### src/hw/rtl/srbm_pkg.sv
`timescale 1ns / 1ps
package srbm_pkg;

    localparam logic [7:0] READ_FLAG = 8'h80;
    localparam logic [7:0] FULL_MASK = 8'hFF;
    localparam logic       BIT_ONE   = 1'b1;

    // operation codes as they arrive on the input item
    typedef enum logic [1:0] {
        OP_START = 2'd0,
        OP_PUSH  = 2'd1,
        OP_TICK  = 2'd2,
        OP_NONE  = 2'd3
    } t_op;

    typedef struct packed {
        logic [1:0] operation;
        logic       is_read;
        logic [5:0] reg_addr;
        logic [7:0] byte_count;
        logic [2:0] rx_align;
        logic [7:0] old_first;
        logic [7:0] write_byte;
        logic       miso;
    } t_in;

    typedef struct packed {
        logic       ss_n;
        logic       sck_pulse;
        logic       mosi;
        logic       read_valid;
        logic [7:0] read_data;
        logic [7:0] read_index;
        logic       need_write_data;
        logic       done_res;
    } t_out;

    // classified command handed from front to back
    typedef struct packed {
        t_op        op;
        logic       start_ok;
        logic       is_read;
        logic [7:0] addr_byte;
        logic [7:0] count;
        logic [7:0] mask;
        logic [7:0] old_first;
        logic [7:0] wr_byte;
        logic       miso;
    } t_cmd;

endpackage

### src/hw/rtl/srbm_front.sv
`timescale 1ns / 1ps
module srbm_front (
    input  srbm_pkg::t_in  i_item,
    output srbm_pkg::t_cmd o_cmd
);

    always_comb begin
        o_cmd.op        = srbm_pkg::t_op'(i_item.operation);
        // a read of zero bytes never opens a burst
        o_cmd.start_ok  = !(i_item.is_read && (i_item.byte_count == 8'd0));
        o_cmd.is_read   = i_item.is_read;
        o_cmd.addr_byte = (i_item.is_read ? srbm_pkg::READ_FLAG : 8'h00)
                          | {1'b0, i_item.reg_addr, 1'b0};
        o_cmd.count     = i_item.byte_count;
        o_cmd.mask      = srbm_pkg::FULL_MASK << i_item.rx_align;
        o_cmd.old_first = i_item.old_first;
        o_cmd.wr_byte   = i_item.write_byte;
        o_cmd.miso      = i_item.miso;
    end

endmodule

### src/hw/rtl/srbm_queue.sv
`timescale 1ns / 1ps
module srbm_queue #(
    parameter int DEPTH = 2
) (
    input  logic           i_clk,
    input  logic           i_rst_n,
    input  logic           i_push,
    input  srbm_pkg::t_cmd i_cmd,
    output logic           o_full,
    input  logic           i_pop,
    output logic           o_empty,
    output srbm_pkg::t_cmd o_cmd
);

    localparam int PW = (DEPTH > 1) ? $clog2(DEPTH) : 1;
    localparam int CW = $clog2(DEPTH + 1);
    localparam logic [PW-1:0] LAST = PW'(DEPTH - 1);
    localparam logic [CW-1:0] FULL_CNT = CW'(DEPTH);

    srbm_pkg::t_cmd r_mem [DEPTH];
    logic [PW-1:0]  r_wr_ptr, r_rd_ptr;
    logic [CW-1:0]  r_count;
    logic           w_wr, w_rd;

    assign o_full  = (r_count == FULL_CNT);
    assign o_empty = (r_count == '0);
    assign w_wr    = i_push && !o_full;
    assign w_rd    = i_pop && !o_empty;
    assign o_cmd   = r_mem[r_rd_ptr];

    always_ff @(posedge i_clk) begin
        if (w_wr) begin
            r_mem[r_wr_ptr] <= i_cmd;
        end
    end

    always_ff @(posedge i_clk) begin
        if (!i_rst_n) begin
            r_wr_ptr <= '0;
            r_rd_ptr <= '0;
            r_count  <= '0;
        end else begin
            if (w_wr) begin
                r_wr_ptr <= (r_wr_ptr == LAST) ? '0 : r_wr_ptr + 1'b1;
            end
            if (w_rd) begin
                r_rd_ptr <= (r_rd_ptr == LAST) ? '0 : r_rd_ptr + 1'b1;
            end
            case ({w_wr, w_rd})
                2'b10:   r_count <= r_count + 1'b1;
                2'b01:   r_count <= r_count - 1'b1;
                default: r_count <= r_count;
            endcase
        end
    end

endmodule

### src/hw/rtl/srbm_back.sv
`timescale 1ns / 1ps
module srbm_back (
    input  logic           i_clk,
    input  logic           i_rst_n,
    input  logic           i_empty,
    input  srbm_pkg::t_cmd i_cmd,
    output logic           o_pop,
    output logic           o_valid,
    input  logic           i_stall,
    output srbm_pkg::t_out o_data
);

    logic       r_active, r_read_mode, r_in_addr, r_loaded;
    logic [7:0] r_addr_byte, r_bytes_left, r_pos, r_out_shift, r_in_shift;
    logic [7:0] r_mask, r_kept;
    logic [2:0] r_bit_cnt;
    logic       r_valid;
    srbm_pkg::t_out r_data;

    logic       n_active, n_read_mode, n_in_addr, n_loaded;
    logic [7:0] n_addr_byte, n_bytes_left, n_pos, n_out_shift, n_in_shift;
    logic [7:0] n_mask, n_kept;
    logic [2:0] n_bit_cnt;
    srbm_pkg::t_out n_data;

    logic [7:0] w_bl_dec;

    // the output slot frees when it is empty or being taken
    assign o_pop   = !i_empty && (!r_valid || !i_stall);
    assign o_valid = r_valid;
    assign o_data  = r_data;
    assign w_bl_dec = r_bytes_left - 8'd1;

    always_comb begin
        n_active     = r_active;
        n_read_mode  = r_read_mode;
        n_in_addr    = r_in_addr;
        n_loaded     = r_loaded;
        n_addr_byte  = r_addr_byte;
        n_bytes_left = r_bytes_left;
        n_pos        = r_pos;
        n_out_shift  = r_out_shift;
        n_in_shift   = r_in_shift;
        n_mask       = r_mask;
        n_kept       = r_kept;
        n_bit_cnt    = r_bit_cnt;
        n_data       = '0;

        case (i_cmd.op)
            srbm_pkg::OP_START: begin
                if (!r_active && i_cmd.start_ok) begin
                    n_active     = 1'b1;
                    n_read_mode  = i_cmd.is_read;
                    n_addr_byte  = i_cmd.addr_byte;
                    n_bytes_left = i_cmd.count;
                    n_pos        = 8'd0;
                    n_bit_cnt    = 3'd0;
                    n_out_shift  = i_cmd.addr_byte;
                    n_in_shift   = 8'd0;
                    n_mask       = i_cmd.mask;
                    n_kept       = i_cmd.old_first;
                    n_in_addr    = 1'b1;
                    n_loaded     = 1'b1;
                end
            end
            srbm_pkg::OP_PUSH: begin
                if (r_active && !r_read_mode && !r_loaded && !r_in_addr) begin
                    n_out_shift = i_cmd.wr_byte;
                    n_loaded    = 1'b1;
                    n_bit_cnt   = 3'd0;
                end
            end
            srbm_pkg::OP_TICK: begin
                if (r_active && r_loaded) begin
                    n_data.sck_pulse = 1'b1;
                    n_data.mosi      = r_out_shift[7];
                    n_in_shift  = {r_in_shift[6:0], i_cmd.miso & srbm_pkg::BIT_ONE};
                    n_out_shift = {r_out_shift[6:0], 1'b0};
                    n_bit_cnt   = r_bit_cnt + 3'd1;
                    if (r_bit_cnt == 3'd7) begin
                        if (r_in_addr) begin
                            n_in_addr = 1'b0;
                            if (r_read_mode) begin
                                n_out_shift = (r_bytes_left > 8'd1) ? r_addr_byte : 8'd0;
                                n_loaded    = 1'b1;
                            end else begin
                                n_loaded = 1'b0;
                                if (r_bytes_left == 8'd0) begin
                                    n_active        = 1'b0;
                                    n_data.done_res = 1'b1;
                                end
                            end
                        end else if (r_read_mode) begin
                            n_data.read_valid = 1'b1;
                            // first byte keeps the old bits below the alignment
                            n_data.read_data  = (r_pos == 8'd0)
                                ? ((r_kept & ~r_mask) | (n_in_shift & r_mask)) : n_in_shift;
                            n_data.read_index = r_pos;
                            n_pos        = r_pos + 8'd1;
                            n_bytes_left = w_bl_dec;
                            if (w_bl_dec == 8'd0) begin
                                n_active        = 1'b0;
                                n_loaded        = 1'b0;
                                n_data.done_res = 1'b1;
                            end else begin
                                n_out_shift = (w_bl_dec > 8'd1) ? r_addr_byte : 8'd0;
                                n_loaded    = 1'b1;
                            end
                        end else begin
                            n_pos        = r_pos + 8'd1;
                            n_bytes_left = w_bl_dec;
                            n_loaded     = 1'b0;
                            if (w_bl_dec == 8'd0) begin
                                n_active        = 1'b0;
                                n_data.done_res = 1'b1;
                            end
                        end
                    end
                end
            end
            default: begin
            end
        endcase

        n_data.ss_n            = !n_active;
        n_data.need_write_data = n_active && !n_read_mode && !n_loaded;
    end

    always_ff @(posedge i_clk) begin
        if (!i_rst_n) begin
            r_active     <= 1'b0;
            r_read_mode  <= 1'b0;
            r_in_addr    <= 1'b0;
            r_loaded     <= 1'b0;
            r_addr_byte  <= 8'd0;
            r_bytes_left <= 8'd0;
            r_pos        <= 8'd0;
            r_bit_cnt    <= 3'd0;
            r_out_shift  <= 8'd0;
            r_in_shift   <= 8'd0;
            r_mask       <= srbm_pkg::FULL_MASK;
            r_kept       <= 8'd0;
            r_valid      <= 1'b0;
        end else begin
            if (o_pop) begin
                r_active     <= n_active;
                r_read_mode  <= n_read_mode;
                r_in_addr    <= n_in_addr;
                r_loaded     <= n_loaded;
                r_addr_byte  <= n_addr_byte;
                r_bytes_left <= n_bytes_left;
                r_pos        <= n_pos;
                r_bit_cnt    <= n_bit_cnt;
                r_out_shift  <= n_out_shift;
                r_in_shift   <= n_in_shift;
                r_mask       <= n_mask;
                r_kept       <= n_kept;
                r_valid      <= 1'b1;
            end else if (!i_stall) begin
                r_valid <= 1'b0;
            end
        end
    end

    always_ff @(posedge i_clk) begin
        if (o_pop) begin
            r_data <= n_data;
        end
    end

endmodule

### src/hw/rtl/spi_register_burst_master.sv
`timescale 1ns / 1ps
// each item passes through the queue, and its result is registered in the back part after any items queued ahead
// throughput: one item per cycle while the result channel is not stalled, set by the burst engine in the back part
// the queue of QUEUE_DEPTH entries takes items while the result register is stalled
// reset: i_rst_n low at a clock edge empties the queue, clears the result valid and ends any
// burst, alignment mask all ones
module spi_register_burst_master #(
    parameter int QUEUE_DEPTH = 2
) (
    input  logic            i_clk,
    input  logic            i_rst_n,
    // item channel in
    input  logic            i_valid,
    output logic            o_stall,
    input  srbm_pkg::t_in   i_data,
    // result channel out
    output logic            o_valid,
    input  logic            i_stall,
    output srbm_pkg::t_out  o_data
);

    srbm_pkg::t_cmd w_front_cmd;
    srbm_pkg::t_cmd w_queue_cmd;
    logic           w_full, w_empty, w_pop;

    // front: decode the operation, build the address byte and first-byte mask
    srbm_front u_front (
        .i_item (i_data),
        .o_cmd  (w_front_cmd)
    );

    // input stalls only when the queue has no free entry
    assign o_stall = w_full;

    srbm_queue #(
        .DEPTH (QUEUE_DEPTH)
    ) u_queue (
        .i_clk   (i_clk),
        .i_rst_n (i_rst_n),
        .i_push  (i_valid),
        .i_cmd   (w_front_cmd),
        .o_full  (w_full),
        .i_pop   (w_pop),
        .o_empty (w_empty),
        .o_cmd   (w_queue_cmd)
    );

    // back: burst state, shift registers and the registered result item
    srbm_back u_back (
        .i_clk   (i_clk),
        .i_rst_n (i_rst_n),
        .i_empty (w_empty),
        .i_cmd   (w_queue_cmd),
        .o_pop   (w_pop),
        .o_valid (o_valid),
        .i_stall (i_stall),
        .o_data  (o_data)
    );

endmodule

### config.mk
export PLATFORM = sky130hd
export DESIGN_NAME = spi_register_burst_master
export DESIGN_NICKNAME = d
export VERILOG_FILES = /design/src/hw/rtl/srbm_pkg.sv /design/src/hw/rtl/srbm_front.sv /design/src/hw/rtl/srbm_queue.sv /design/src/hw/rtl/srbm_back.sv /design/src/hw/rtl/spi_register_burst_master.sv
export SDC_FILE = /design/constraint.sdc
export NUM_CORES = 1
export LEC_CHECK = 0
export ABC_AREA = 1
export BUFFER_PORTS_ARGS = -buffer_cell sky130_fd_sc_hd__buf_4
export CAP_MARGIN = 15
export CORE_MARGIN = 2
export CORE_UTILIZATION = 30
export CTS_BUF_LIST = sky130_fd_sc_hd__clkbuf_16
export DETAILED_ROUTE_END_ITERATION = 8
export GPL_ROUTABILITY_DRIVEN = 0
export PLACE_DENSITY = 0.53
export SYNTH_ARGS = -nofsm -noshare
export SYNTH_HDL_FRONTEND = slang
export SYNTH_SLANG_ARGS = --single-unit
### constraint.sdc
create_clock -name i_clk -period 8.2 [get_ports i_clk]
set_clock_uncertainty 0.1 [all_clocks]
set_input_delay 0.41 -clock i_clk [delete_from_list [all_inputs] [get_ports i_clk]]
set_output_delay 0.41 -clock i_clk [all_outputs]
set_load 0.03 [all_outputs]
# After elaboration in Yosys (flattened, before gate mapping)
# Memories as Yosys holds them, arrays and structs flattened. A register that Yosys moved wholly into a read port is not among the register bits.
# Index checks and enable logic that the tools add are counted.
[totals]
ff_bits = 89
ram_bits = 90
inputBits = 41
out_inout_bits = 24
word_cells = 167
n_memories = 1
[memory_table]
columns = ["name", "depth", "word_bits", "read_ports", "rd_ports_with_merged_regs", "write_ports", "line_no", "source"]
rows = [
  ["u_queue.r_mem", 2, 45, 1, 1, 1, "srbm_queue.sv:20", "srbm_pkg::t_cmd r_mem [DEPTH];"],
]
[classes]
n_addsub = 7
n_lt_le_gt_ge = 2
eq_ne = 12
n_shift = 1
mux = 69
n_bitwise = 9
reduce_logical = 42
[ops]
columns = ["op", "n"]
rows = [
  ["2-to-1 mux 8 bit", 20],
  ["2-to-1 mux 17 bit", 3],
  ["zero test 8 bit", 4],
  ["2-to-1 mux 1 bit", 32],
  ["one-hot mux 8 bit (2 select lines)", 2],
  ["one-hot mux 8 bit (3 select lines)", 1],
  ["2-to-1 mux 19 bit", 1],
  ["bitwise AND 8 bit", 2],
  ["> comparator 8 x 1 -> 1 bit, second input constant", 2],
  ["one-hot mux 7 bit (2 select lines)", 1],
  ["zero test 1 bit", 12],
  ["logical AND 1 bit", 11],
  ["!= test 2 x 1 -> 1 bit, second input constant", 5],
  ["AND reduction 5 bit", 2],
  ["2-to-1 mux 3 bit", 3],
  ["one-hot mux 3 bit (3 select lines)", 1],
  ["adder 8 x 1 -> 8 bit, second input constant", 1],
  ["inverter 8 bit", 1],
  ["bitwise OR 8 x 7 -> 8 bit", 1],
  ["bitwise OR 8 bit", 1],
  ["<< shifter 8 x 3 -> 8 bit, first input constant", 1],
  ["subtractor 8 x 1 -> 8 bit, second input constant", 1],
  ["2-to-1 mux 7 bit", 1],
  ["equality test 2 bit, second input constant", 3],
  ["other kinds (21)", 30],
]

# Depth between registers and ports, before layout
# Gate-level depths: netlist of the first run.
[depth]
depth_word = 10
mapped_depth = 17
mapped_depth_nobuf = 14

# Cells and area by module
# From an unflattened synthesis of the first run, not the netlist that was laid out.
[hier_totals]
cells_unflattened = 798
hier_area_um2 = 8331.7
[modules_own_cells]
columns = ["mod", "n_inst", "cells_per_inst", "area_each_um2", "seq_area_each_um2"]
rows = [
  ["srbm_back", 1, 565, 4282.9, 1921.8],
  ["srbm_queue", 1, 180, 3699.8, 2802.7],
  ["srbm_front", 1, 53, 349.1, 0.0],
]

# Least setup slack after synthesis of the first run
# OpenSTA, ideal clock, no wires.
[synth_timing]
kind = "reg2reg"
start = "register u_queue.r_count[0]"
end = "memory u_queue.r_mem[0][0] in the netlist's numbering (enable)"
setup_time_ns = 0.440
arrival_ns = 2.369
required_ns = 7.660
path_slack_ns = 5.292
stages_incl_launch_ff = 3
path_buffers = 0
period_less_slack_ns = 2.908
cell_sequence = "dfxtp_1 o21ai_0 nor2_1"
[synth_via]
elab_chain_len = 5
[synth_rtl]
columns = ["item", "line_no", "source"]
rows = [
  ["from (decl)", "srbm_queue.sv:22", "logic [CW-1:0] r_count;"],
  ["from (signal assigned)", "srbm_queue.sv:50", "2'b10: r_count <= r_count + 1'b1;"],
  ["from (signal assigned)", "srbm_queue.sv:51", "2'b01: r_count <= r_count - 1'b1;"],
  ["from (signal assigned)", "srbm_queue.sv:52", "default: r_count <= r_count;"],
  ["equality test 2 bit", "srbm_queue.sv:25", "assign o_full = (r_count == FULL_CNT);"],
  ["zero test 1 bit", "srbm_queue.sv:27", "assign w_wr = i_push && !o_full;"],
  ["logical AND 1 bit", "srbm_queue.sv:27", ""],
  ["2-to-1 mux 1 bit", "srbm_queue.sv:32", "if (w_wr) begin"],
  ["2-to-1 mux 1 bit (not written as such)", "srbm_queue.sv:33", "r_mem[r_wr_ptr] <= i_cmd;"],
  ["to (decl)", "srbm_queue.sv:20", ""],
]
# No other way between the ends.

==> impl_table.tex, run 1 <==
\begin{tabular}{lr}
\hline
Metric & Value \\
\hline
\multicolumn{2}{l}{\textbf{STA}} \\
Total negative slack for setup checks & 0 ns \\
Final count of hold timing violations & 0 \\
Max-slew violation count & 0 \\
Transition time at the pin with the least slew margin & roughly 1.0 ns \\
Minimum clock period & between 3 and 4 ns \\
Unrepaired setup endpoints after global routing & no \\
Total setup violations reported at the end of the flow & 0 \\
Period utilisation layout & 0.452 \\
Headroom to the max-slew limit & 0.333 \\
Highest Clock Rate & 270 MHz \\
\multicolumn{2}{l}{\textbf{Drt}} \\
Routed wire length & $\sim$17000 microns \\
Per-cell via count in the routed design & around 4.7 \\
Vias after detailed routing & between 5000 and 6000 \\
Starting DRT DRC Count & around 370 \\
Post-detailed-route DRC marker count & 0 \\
WL per Instance & 14.6 microns \\
ANT nets after route & 0 \\
First-pass detailed-route iteration total & 5 \\
\multicolumn{2}{l}{\textbf{Power and ir drop}} \\
Power share of the sequential group & 0.390 \\
Fraction of power consumed by combinational cells & 0.359 \\
Clk network pwr share & 0.251 \\
Power density over the cells & 352 mW/mm\^{}2 \\
Switching pwr & 0.00121 W \\
Fraction of power spent switching nets & 0.394 \\
Leak Pwr & between 3 and 4 nW \\
Internal power consumption & roughly 0.0019 W \\
Worst vdd rail ir drop & 0.155 mV \\
Sum of internal, switching and leakage power & a little over 0.003 W \\
\multicolumn{2}{l}{\textbf{Layout}} \\
Fraction of final layout cells sized beyond drive strength 1 & 0.168 \\
Net count reported at finish & a little under 900 \\
Relative area change from synthesis to final layout & 18.1\% \\
Count of antenna diodes in the layout & 0 \\
Number of inserted filler cells in the final layout & between 2000 and 2500 \\
\multicolumn{2}{l}{\textbf{Floorplan}} \\
Initial Util & 0.305 \\
Width of the chip & $\sim$160 microns \\
Std cell rows & between 50 and 60 \\
Height of the die & approximately 160 microns \\
Placeable core region & about 0.024 sq mm \\
Die Area & between 0.02 and 0.03 sq mm \\
Number of I/O pins & 65 \\
\multicolumn{2}{l}{\textbf{Yosys}} \\
Synth area leaders & sky130\_fd\_sc\_hd\_\_edfxtp\_1, sky130\_fd\_sc\_hd\_\_dfxtp\_1, sky130\_fd\_sc\_hd\_\_nand2\_1, sky130\_fd\_sc\_hd\_\_nor2\_1, sky130\_fd\_sc\_hd\_\_o21ai\_0 \\
Register bit count reported by yosys & 169 \\
Cell taking the most area after synthesis & sky130\_fd\_sc\_hd\_\_edfxtp\_1 \\
Count of different cell masters after synthesis & 40 \\
Number of nets in the synthesized netlist & 810 \\
Post-Syn Instances & approximately 760 \\
Fraction of the yosys area taken by sequential cells & 0.598 \\
Post-synthesis cell area & between 0.007 and 0.008 sq mm \\
Synth Warn \# & 0 \\
Fraction of post-synthesis cell area in the top cell type by area & 0.422 \\
Mean instance size in the synthesized netlist & approximately 10 sq um \\
\multicolumn{2}{l}{\textbf{Global routing}} \\
Via count of the first global-routing pass & 5209 \\
GRT Residual Overflow & 0 \\
Met2 usage in global routing & 0.220 \\
Antenna violations before repair & 0 \\
Pin count of the biggest net entering global routing & 43 \\
Met1 track utilization from global routing & 0.176 \\
Most crowded layer after global routing & met2 \\
First-pass GRT wire length & 27100 microns \\
Overall global routing resource usage & 0.133 \\
M3 GR Usage & 0.0244 \\
\multicolumn{2}{l}{\textbf{Setup path}} \\
Highest cell delay on the worst timing path & $\sim$0.63 ns \\
Startpoint class of the critical path & flop \\
Critical Setup Path Class & reg -> reg \\
Endpoint arrival time on the critical path & approximately 4.0 ns \\
Cell chain of the critical path & buf\_4, o21ai\_0, inv\_1, ha\_1, inv\_1, o21ai\_4, nand2\_4, nor2\_8, inv\_4, o21ai\_0, nor3b\_1 \\
Worst-path cell with the longest stage delay & sky130\_fd\_sc\_hd\_\_ha\_1 \\
Critical path required time & $\sim$8.5 ns \\
Depth of the worst register-to-register path & 11 \\
Worst-path maximum fanout & 42 \\
Worst Setup End Kind & flop \\
\multicolumn{2}{l}{\textbf{Clocking}} \\
H-tree depth reported by CTS & 4 \\
Clock slew seen by the registers of the worst setup and hold paths & $\sim$0.07 ns \\
Maximum buffer depth of the clock tree & 2 \\
Clock tree from TritonCTS & done \\
Source-to-sink clock delay at the later pin of the worst-skew pair & around 0.43 ns \\
Post-CTS resize count & 0 \\
Clock sink count & between 150 and 200 \\
Number of buffers created by CTS & 17 \\
Hold bufs inserted after CTS & 0 \\
Number of setup buffers added after CTS & 0 \\
Clock Root Buffer & sky130\_fd\_sc\_hd\_\_clkbuf\_16 \\
\multicolumn{2}{l}{\textbf{Hold path}} \\
Number of instances on the worst hold path & 1 \\
Min-delay worst type & in -> reg \\
\multicolumn{2}{l}{\textbf{Run status}} \\
Result of the run & finished clean \\
\multicolumn{2}{l}{\textbf{Placement}} \\
Buffers on Ports & 63 \\
DP HPWL & approximately 11000 microns \\
\multicolumn{2}{l}{\textbf{Flow run}} \\
Total of max-cap violations & 0 \\
\hline
\end{tabular}
power by group through the flow:
stage | sequential [W] | combinational, W | clock, W
final | 0.00120 | 0.00110 | 0.000773
after floorplan | 0.00127 | 0.000745 | 0
after global routing | 0.00122 | 0.00124 | 0.000827
after detailed placement | 0.00122 | 0.00111 | 0
after global placement | 0.00122 | 0.00111 | 0
after CTS | 0.00120 | 0.00112 | 0.000794
final timing paths:
path	startpoint	endpoint	slack (ns)
hold / removal	i_data[11]	u_queue.r_mem[0][11]	0.07
setup reg to reg	flop	u_back.r_pos[3]	4.50
hold reg to reg	u_queue.r_rd_ptr	u_queue.r_rd_ptr	0.36
setup / recovery	flop	u_back.r_pos[3]	4.50
cells in the final DEF, fill, tap and decap left out, types with 14 or more instances in the layout:
master                        n
sky130_fd_sc_hd__a31oi_1     15
sky130_fd_sc_hd__nand3_1     29
sky130_fd_sc_hd__o21ai_0     52
sky130_fd_sc_hd__inv_1       55
sky130_fd_sc_hd__dfxtp_1     65
sky130_fd_sc_hd__clkbuf_16   17
sky130_fd_sc_hd__buf_4       68
sky130_fd_sc_hd__nor3_1      21
sky130_fd_sc_hd__nor2_1     105
sky130_fd_sc_hd__nand2_1    134
sky130_fd_sc_hd__edfxtp_1   104
sky130_fd_sc_hd__a21oi_1     51
sky130_fd_sc_hd__ha_1        14
synth_stat cells:
cell type,number
sky130_fd_sc_hd__inv_2,5
sky130_fd_sc_hd__o221a_2,7
sky130_fd_sc_hd__dfxtp_1,65
sky130_fd_sc_hd__o22ai_1,3
sky130_fd_sc_hd__a211oi_2,3
sky130_fd_sc_hd__buf_2,7
sky130_fd_sc_hd__o311a_1,1
sky130_fd_sc_hd__xor2_1,4
sky130_fd_sc_hd__nand3_1,29
sky130_fd_sc_hd__nand4_1,9
sky130_fd_sc_hd__buf_1,3
sky130_fd_sc_hd__inv_4,1
sky130_fd_sc_hd__clkbuf_1,16
sky130_fd_sc_hd__nor2_1,107
sky130_fd_sc_hd__nor3b_1,2
sky130_fd_sc_hd__o21ai_0,52
sky130_fd_sc_hd__mux2i_1,1
sky130_fd_sc_hd__ha_1,14
sky130_fd_sc_hd__a21oi_1,51
sky130_fd_sc_hd__nand2_4,3
sky130_fd_sc_hd__a211oi_1,5
sky130_fd_sc_hd__o311ai_0,7
sky130_fd_sc_hd__nor2_2,3
sky130_fd_sc_hd__nor4_4,1
sky130_fd_sc_hd__or2_2,3
sky130_fd_sc_hd__nand2_1,134
sky130_fd_sc_hd__nor4_1,5
sky130_fd_sc_hd__o21ai_4,2
sky130_fd_sc_hd__nor2_8,1
sky130_fd_sc_hd__a21oi_4,1
sky130_fd_sc_hd__inv_1,54
sky130_fd_sc_hd__o21ai_1,3
sky130_fd_sc_hd__buf_6,4
sky130_fd_sc_hd__nand3_2,2
sky130_fd_sc_hd__nand2_2,2
sky130_fd_sc_hd__edfxtp_1,104
sky130_fd_sc_hd__nor2_4,4
sky130_fd_sc_hd__a31oi_1,15
sky130_fd_sc_hd__o21ai_2,1
sky130_fd_sc_hd__nor3_1,21
registers in the layout, summed over array words and instances (netlist names), 3 cells and up, named ones only:
| signal | flops |
|---|---|
| u_back.r_in_shift | 7 |
| u_back.r_out_shift | 8 |
| u_queue.r_mem | 82 |
| u_back.r_kept | 7 |
| u_back.o_data | 22 |
| u_back.r_bytes_left | 8 |
| u_back.r_addr_byte | 7 |
| u_back.r_bit_cnt | 3 |
| u_back.r_pos | 8 |
| u_back.r_mask | 7 |
cell families after synthesis:
| group | count (synthesis) | share of synthesized area |
|---|---|---|
| flops | 169 | 0.598 |
| compound gates | 151 | 0.125 |
| buf+inv | 90 | 0.0513 |
| simple gates | 326 | 0.196 |
| fa+ha+maj | 14 | 0.0237 |
| mux | 1 | 0.00135 |
| xor+xnor | 4 | 0.00474 |
area by class of cell:
type | instances | area, sq um | share of cell area
flip-flops and latches | 169 | 4420 | 0.506
clock inverters | 15 | 138 | 0.0157
repair buffers | 68 | 510 | 0.0584
clock buffers | 17 | 425 | 0.0487
well taps | 324 | 405 | 0.0464
multi-input cells | 496 | 2610 | 0.298
inverters | 60 | 228 | 0.0261
layer usage:
layer / up-vias / wire length (microns)
met1: 2531 / 8160
li1: 2737 / -
met5: - / 0
met2: 97 / 7850
met3: 13 / 558
met4: 0 / 217
worst max-delay path, delay by kind of cell, from the launching register on:
family / cells / cell delay [ns]
buf+inv: 4 / 1.32
compound gates: 3 / 0.75
fa+ha+maj: 1 / 0.63
simple gates: 3 / 0.49
flops: 1 / 0.32
through the flow:
step,hold WS [ns],utilization,setup slack [ns],area [sq um],cells
floorplan,0.326,-,5.29,7400,755
global placement,0.335,0.337,4.45,8180,1117
detailed placement,0.346,0.337,4.49,8180,1117
CTS,0.0475,0.360,4.49,8740,1149
global route,0.0455,0.360,4.11,8740,1149
finish,0.0663,0.360,4.50,8740,1149
Note: power is estimated with default switching activity, not from simulation.
==> run 2: changes to the inputs <==
--- a/config.mk
+++ b/config.mk
@@ -13,7 +13,7 @@
 export CTS_BUF_LIST = sky130_fd_sc_hd__clkbuf_16
 export DETAILED_ROUTE_END_ITERATION = 8
 export GPL_ROUTABILITY_DRIVEN = 0
-export PLACE_DENSITY = 0.53
+export PLACE_DENSITY = 0.54
 export SYNTH_ARGS = -nofsm -noshare
 export SYNTH_HDL_FRONTEND = slang
 export SYNTH_SLANG_ARGS = --single-unit
==> constraint.sdc (replaced) <==
create_clock -name i_clk -period 3 [get_ports i_clk]
set_clock_uncertainty 0.1 [all_clocks]
set_input_delay 0.15 -clock i_clk [delete_from_list [all_inputs] [get_ports i_clk]]
set_output_delay 0.15 -clock i_clk [all_outputs]
set_load 0.03 [all_outputs]
==> run 2 against run 1 <==
Setup slack got worse by 4.2 ns. Utilization rose by 1.8 points. Worst hold slack got worse by 0.017 ns. First-iteration DRC count fell by 0.54%. Final cell count rose by 3.9%. Maximum frequency rose by 35%. Global-route usage rose by 0.62 points. Clock-buffer cell count did not move. Register-to-register slack got worse by 4.2 ns. Via count rose by 2.6%. Non-clock buffer count rose by 45. Total power rose to 2.8 times the previous value. Largest power group unchanged.
==> impl_table.tex, run 2 (synthesis results as in run 1) <==
\begin{tabular}{lr}
\hline
Metric & Value \\
\hline
\multicolumn{2}{l}{\textbf{Power and ir drop}} \\
Power density over the cells & a little over 900 mW/mm\^{}2 \\
Switching pwr & between 0.003 and 0.004 W \\
Worst vdd rail ir drop & between 0.4 and 0.5 mV \\
Leak Pwr & approximately 3.5 nW \\
Sum of internal, switching and leakage power & between 0.008 and 0.009 W \\
Fraction of power spent switching nets & 0.393 \\
Power share of the sequential group & 0.387 \\
Clk network pwr share & 0.249 \\
Fraction of power consumed by combinational cells & 0.364 \\
Internal power consumption & 0.00517 W \\
\multicolumn{2}{l}{\textbf{Floorplan}} \\
Std cell rows & 57 \\
Placeable core region & around 0.024 sq mm \\
Number of I/O pins & 65 \\
Initial Util & 0.305 \\
Height of the die & around 160 microns \\
Die Area & $\sim$0.026 sq mm \\
Width of the chip & $\sim$160 microns \\
\multicolumn{2}{l}{\textbf{Layout}} \\
Relative area change from synthesis to final layout & 24.1\% \\
Layout Cell Area excl Fill & around 0.0092 sq mm \\
Most flop-heavy register & u\_queue.r\_mem \\
Most frequent cells in the layout & sky130\_fd\_sc\_hd\_\_nand2\_1, sky130\_fd\_sc\_hd\_\_nor2\_1, sky130\_fd\_sc\_hd\_\_edfxtp\_1 \\
Count of antenna diodes in the layout & 0 \\
Most common cell after layout, fill and taps aside & sky130\_fd\_sc\_hd\_\_nand2\_1 \\
Fraction of final layout cells sized beyond drive strength 1 & 0.168 \\
Number of inserted filler cells in the final layout & around 2500 \\
Net count reported at finish & between 900 and 1000 \\
Max FFs per register & 82 \\
\multicolumn{2}{l}{\textbf{Global routing}} \\
First-pass GRT wire length & $\sim$28000 microns \\
Antenna violations before repair & 0 \\
GRT Residual Overflow & 0 \\
Via count of the first global-routing pass & approximately 5500 \\
Pin count of the biggest net entering global routing & 42 \\
Overall global routing resource usage & 0.139 \\
\multicolumn{2}{l}{\textbf{Hold path}} \\
Hold path endpoint & u\_back.r\_mask[1] \\
Hold Crit Start & i\_rst\_n \\
Min-delay worst type & in -> reg \\
Number of instances on the worst hold path & 2 \\
\multicolumn{2}{l}{\textbf{Setup path}} \\
Worst-path maximum fanout & 10 \\
Endpoint arrival time on the critical path & around 3 ns \\
Worst-path cell with the longest stage delay & sky130\_fd\_sc\_hd\_\_ha\_1 \\
Number of buffers and inverters on the critical path & 3 \\
Startpoint class of the critical path & flop \\
Worst path top cell family by delay & simple AND/OR/NAND/NOR gates \\
Destination of the worst register-to-register timing path & u\_back.o\_data[15] \\
Reg-to-reg slack, setup & $\sim$0.25 ns \\
Cell chain of the critical path & inv\_1, or2\_2, o21ai\_0, ha\_1, nand2\_1, nor4\_4, buf\_4, inv\_2, nor3\_1 \\
Worst Setup End Kind & flop \\
Critical Setup Path Class & reg -> reg \\
Depth of the worst register-to-register path & 9 \\
Critical path required time & between 3 and 4 ns \\
Highest cell delay on the worst timing path & $\sim$0.49 ns \\
\multicolumn{2}{l}{\textbf{Drt}} \\
Vias after detailed routing & about 5500 \\
Routed wire length & 17300 microns \\
First-pass detailed-route iteration total & 4 \\
WL per Instance & between 10 and 15 microns \\
ANT nets after route & 0 \\
Starting DRT DRC Count & about 370 \\
Post-detailed-route DRC marker count & 0 \\
Per-cell via count in the routed design & 4.62 \\
\multicolumn{2}{l}{\textbf{Clocking}} \\
Maximum buffer depth of the clock tree & 2 \\
Clock slew seen by the registers of the worst setup and hold paths & around 0.07 ns \\
Number of buffers created by CTS & 17 \\
Clock tree from TritonCTS & done \\
Post-CTS resize count & 0 \\
Source-to-sink clock delay at the later pin of the worst-skew pair & 0.43 ns \\
H-tree depth reported by CTS & 4 \\
Clock sink count & approximately 170 \\
Clock Root Buffer & sky130\_fd\_sc\_hd\_\_clkbuf\_16 \\
\multicolumn{2}{l}{\textbf{STA}} \\
Final count of hold timing violations & 0 \\
Total setup violations reported at the end of the flow & 0 \\
Period utilisation layout & 0.917 \\
Max-slew violation count & 0 \\
Highest Clock Rate & about 360 MHz \\
Tightest hold margin & slightly below 0.05 ns \\
Total negative slack for setup checks & 0 ns \\
Worst path setup slack after routing & $\sim$0.25 ns \\
Unrepaired setup endpoints after global routing & no \\
Transition time at the pin with the least slew margin & 0.968 ns \\
Minimum clock period & $\sim$2.8 ns \\
Headroom to the max-slew limit & 0.354 \\
\multicolumn{2}{l}{\textbf{Placement}} \\
Total cell area at the placement stage & about 0.008 sq mm \\
Worst slack at placement & 0.0975 ns \\
Buffers on Ports & 63 \\
DP HPWL & 11200 microns \\
\multicolumn{2}{l}{\textbf{Run status}} \\
Result of the run & finished clean \\
\multicolumn{2}{l}{\textbf{Flow run}} \\
Total of max-cap violations & 0 \\
\hline
\end{tabular}
[run 2: layer usage]
layer | share of wire | global-route usage | vias to the layer above
met5 | 0 | 0 | -
met4 | 0.017 | 0.0463 | 0
met3 | 0.025 | 0.0267 | 18
met2 | 0.47 | 0.230 | 74
met1 | 0.49 | 0.184 | 2611
li1 | - | - | 2817
[run 2: through the flow]
step | cells | util
after CTS | 1193 | 0.378
final | 1194 | 0.378
after global routing | 1194 | 0.378
after detailed placement | 1123 | 0.339
after global placement | 1123 | 0.339
after floorplan | 755 | -
[run 2: timing repair]
item / 4_1_cts / 5_1_grt
endpoints found under the hold margin: 83 / 0
buffers inserted: 0 / 1
hold buffers: 38 / 0
setup endpoints to repair: 0 / 15
[run 2: power groups by stage]
stage	clock network [W]	registers [W]	logic, W
3_3_place_gp	0	0.00335	0.00308
3_5_place_dp	0	0.00335	0.00310
5_1_grt	0.00225	0.00335	0.00349
6_report	0.00212	0.00329	0.00310
2_1_floorplan	0	0.00347	0.00204
4_1_cts	0.00217	0.00330	0.00315
[run 2: layout make-up]
cell class	count	area (sq um)	share of cell area
sequential	169	4420	0.482
multi-input combinational	496	2610	0.284
timing repair buffer	113	943	0.103
clock buffer	17	425	0.0464
tap	324	405	0.0442
inverter	60	228	0.0248
clock inverter	15	141	0.0154
[run 2: worst max path at each step]
stage | cells past startpoint | startpoint | to | slack, ns
floorplan | 2 | u_queue.r_count[0] | u_queue.r_mem[0][0] | 0.09
global placement | 8 | flop | u_back.o_data[15] | 0.13
detailed placement | 8 | flop | u_back.o_data[15] | 0.1
CTS | 8 | flop | u_back.o_data[15] | 0.08
global route | 11 | flop | u_back.r_pos[3] | 0.02
finish | 9 | flop | u_back.o_data[15] | 0.25
[run 2: worst reg2reg max path: cells and delay by family (launching register included)]
family | cells | cell delay [ns]
buf+inv | 3 | 0.38
fa+ha+maj | 1 | 0.49
compound gates | 1 | 0.19
simple gates | 4 | 1.07
flops | 1 | 0.37
==> run 3: changes to the inputs <==
--- a/config.mk
+++ b/config.mk
@@ -8,12 +8,13 @@
 export ABC_AREA = 1
 export BUFFER_PORTS_ARGS = -buffer_cell sky130_fd_sc_hd__buf_4
 export CAP_MARGIN = 15
-export CORE_MARGIN = 2
-export CORE_UTILIZATION = 30
+export CORE_MARGIN = 5
+export CORE_UTILIZATION = 54
 export CTS_BUF_LIST = sky130_fd_sc_hd__clkbuf_16
 export DETAILED_ROUTE_END_ITERATION = 8
 export GPL_ROUTABILITY_DRIVEN = 0
-export PLACE_DENSITY = 0.54
+export GPL_TIMING_DRIVEN = 0
+export PLACE_DENSITY = 0.83
 export SYNTH_ARGS = -nofsm -noshare
 export SYNTH_HDL_FRONTEND = slang
 export SYNTH_SLANG_ARGS = --single-unit
==> run 3 against run 2 <==
Largest cell class unchanged. Non-clock buffer count is 21 higher. Critical endpoint unchanged. Flip-flop and latch count stayed put. Global-route usage is 8.4 points higher. Total power is 0.63% higher. Combinational power is 6% higher. Sequential share of layout area is 0.33 points higher. Design area is 0.68% lower.
==> impl_table.tex, run 3 (synthesis results as in run 1) <==
\begin{tabular}{lr}
\hline
Metric & Value \\
\hline
\multicolumn{2}{l}{\textbf{STA}} \\
Highest Clock Rate & $\sim$350 MHz \\
Unrepaired setup endpoints after global routing & no \\
Worst path setup slack after routing & approximately 0.15 ns \\
Total setup violations reported at the end of the flow & 0 \\
Transition time at the pin with the least slew margin & about 0.88 ns \\
Final count of hold timing violations & 0 \\
Max-slew violation count & 0 \\
Period utilisation layout & 0.951 \\
Headroom to the max-slew limit & 0.407 \\
Tightest hold margin & 0.223 ns \\
Minimum clock period & between 2 and 3 ns \\
\multicolumn{2}{l}{\textbf{Layout}} \\
Layout Cell Area excl Fill & 0.00911 sq mm \\
Max FFs per register & just over 80 \\
Relative area change from synthesis to final layout & 23.2\% \\
Most common cell after layout, fill and taps aside & sky130\_fd\_sc\_hd\_\_nand2\_1 \\
Fraction of final layout cells sized beyond drive strength 1 & 0.169 \\
Sequential cell area & between 0.004 and 0.005 sq mm \\
Net count reported at finish & roughly 930 \\
Most frequent cells in the layout & sky130\_fd\_sc\_hd\_\_nand2\_1, sky130\_fd\_sc\_hd\_\_nor2\_1, sky130\_fd\_sc\_hd\_\_edfxtp\_1 \\
Count of antenna diodes in the layout & 0 \\
Number of inserted filler cells in the final layout & 981 \\
Most flop-heavy register & u\_queue.r\_mem \\
Total area of multi-input combinational cells & around 0.0026 sq mm \\
\multicolumn{2}{l}{\textbf{Floorplan}} \\
Width of the chip & between 100 and 150 microns \\
Initial Util & 0.554 \\
Std cell rows & 42 \\
Height of the die & $\sim$130 microns \\
Placeable core region & 0.0133 sq mm \\
Die Area & around 0.016 sq mm \\
Number of I/O pins & 65 \\
\multicolumn{2}{l}{\textbf{Setup path}} \\
Worst Setup End Kind & flop \\
Worst-path maximum fanout & 10 \\
Startpoint class of the critical path & flop \\
Reg-to-reg slack, setup & roughly 0.15 ns \\
Critical Setup Path Class & reg -> reg \\
Critical path required time & around 3.1 ns \\
Endpoint arrival time on the critical path & $\sim$3.0 ns \\
\multicolumn{2}{l}{\textbf{Clocking}} \\
Number of buffers created by CTS & 17 \\
Clock sink count & between 150 and 200 \\
H-tree depth reported by CTS & 4 \\
Clock slew seen by the registers of the worst setup and hold paths & $\sim$0.060 ns \\
Clock Root Buffer & sky130\_fd\_sc\_hd\_\_clkbuf\_16 \\
Source-to-sink clock delay at the later pin of the worst-skew pair & approximately 0.44 ns \\
Clock tree from TritonCTS & done \\
Maximum buffer depth of the clock tree & 2 \\
\multicolumn{2}{l}{\textbf{Global routing}} \\
Antenna violations before repair & 0 \\
GRT Residual Overflow & 0 \\
Via count of the first global-routing pass & a little under 6000 \\
First-pass GRT wire length & 28400 microns \\
Pin count of the biggest net entering global routing & 32 \\
Overall global routing resource usage & 0.223 \\
\multicolumn{2}{l}{\textbf{Power and ir drop}} \\
Power density over the cells & between 900 and 1000 mW/mm\^{}2 \\
Worst vdd rail ir drop & roughly 0.62 mV \\
Leak Pwr & 3.53 nW \\
\multicolumn{2}{l}{\textbf{Placement}} \\
Buffers on Ports & 63 \\
Total cell area at the placement stage & 0.00816 sq mm \\
DP HPWL & between 10000 and 15000 microns \\
Worst slack at placement & -0.593 ns \\
\multicolumn{2}{l}{\textbf{Drt}} \\
First-pass detailed-route iteration total & 5 \\
Vias after detailed routing & about 5900 \\
WL per Instance & about 16 microns \\
Routed wire length & between 15000 and 20000 microns \\
Post-detailed-route DRC marker count & 0 \\
Starting DRT DRC Count & roughly 570 \\
ANT nets after route & 0 \\
Per-cell via count in the routed design & about 5.6 \\
\multicolumn{2}{l}{\textbf{Flow run}} \\
Total of max-cap violations & 0 \\
\multicolumn{2}{l}{\textbf{Run status}} \\
Result of the run & finished clean \\
\multicolumn{2}{l}{\textbf{Hold path}} \\
Hold Crit Start & i\_valid \\
Min-delay worst type & in -> reg \\
\hline
\end{tabular}
[run 3: cell types whose count changed in the layout (fill, tap and decap cells not counted), moves of 2 or more]
cell / delta
sky130_fd_sc_hd__buf_2: +6
sky130_fd_sc_hd__inv_6: -3
sky130_fd_sc_hd__buf_6: +4
sky130_fd_sc_hd__ha_1: -2
sky130_fd_sc_hd__ha_2: +2
sky130_fd_sc_hd__clkbuf_1: +14
sky130_fd_sc_hd__buf_4: -10
sky130_fd_sc_hd__buf_16: +2
sky130_fd_sc_hd__inv_8: -3
sky130_fd_sc_hd__clkinvlp_4: +3
sky130_fd_sc_hd__clkinv_1: +2
sky130_fd_sc_hd__clkbuf_4: +3
[run 3: routing by layer]
metal  vias up  track usage  part of all wire
li1       2860            -                 -
met1      2790        0.285              0.42
met2       238        0.372              0.49
met3        39       0.0484             0.066
met4         0       0.0934             0.023
met5         -            0                 0
[run 3: critical path, cell delays in order (launching register included)]
cell and delay (ns):
sky130_fd_sc_hd__dfxtp_1 0.33, sky130_fd_sc_hd__buf_6 0.14, sky130_fd_sc_hd__inv_1 0.07, sky130_fd_sc_hd__or2_2 0.26, sky130_fd_sc_hd__o21ai_0 0.29, sky130_fd_sc_hd__ha_2 0.43, sky130_fd_sc_hd__nand2_1 0.26, sky130_fd_sc_hd__nor4_4 0.34
sky130_fd_sc_hd__inv_2 0.15, sky130_fd_sc_hd__nor3_1 0.28
[run 3: through the flow]
step                TNS [ns]  utilization  std cells  power, W
finish                     0        0.683       1067   0.00857
floorplan                  0            -        755   0.00551
global route               0        0.683       1067   0.00902
global placement      -84.74        0.606        994   0.00633
CTS                        0        0.682       1067   0.00850
detailed placement    -21.01        0.611        996   0.00646
[run 3: layout make-up]
cell class                      count  area share
Clock inverter                     15      0.0122
Clock buffer                       17      0.0467
Multi-Input combinational cell    496       0.287
Buffer                             29      0.0177
Timing Repair Buffer              105       0.102
Tap cell                          176      0.0242
Inverter                           60      0.0250
Sequential cell                   169       0.485
[run 3: what timing repair did]
item | 4_1_cts | 5_1_grt
endpoints found under the hold margin | 84 | 0
pin swaps | 1 | 0
hold buffers | 39 | 0
setup buffers | 1 | 0
resized for setup | 5 | 8
endpoints found under the setup margin | 75 | 60
[run 3: path summary, 6_finish.rpt]
kind / endpoint / depth (start not counted)
max reg2reg: u_back.o_data[15] / 9
min: u_queue.r_wr_ptr / 3
max: u_back.o_data[15] / 9
min reg2reg: u_queue.r_rd_ptr / 1
[run 3: where the power goes]
group / switching [W] / internal, W
Combinational: 0.00222 / 0.00108
Clock: 0.000883 / 0.00112
Sequential: 0.000264 / 0.00301
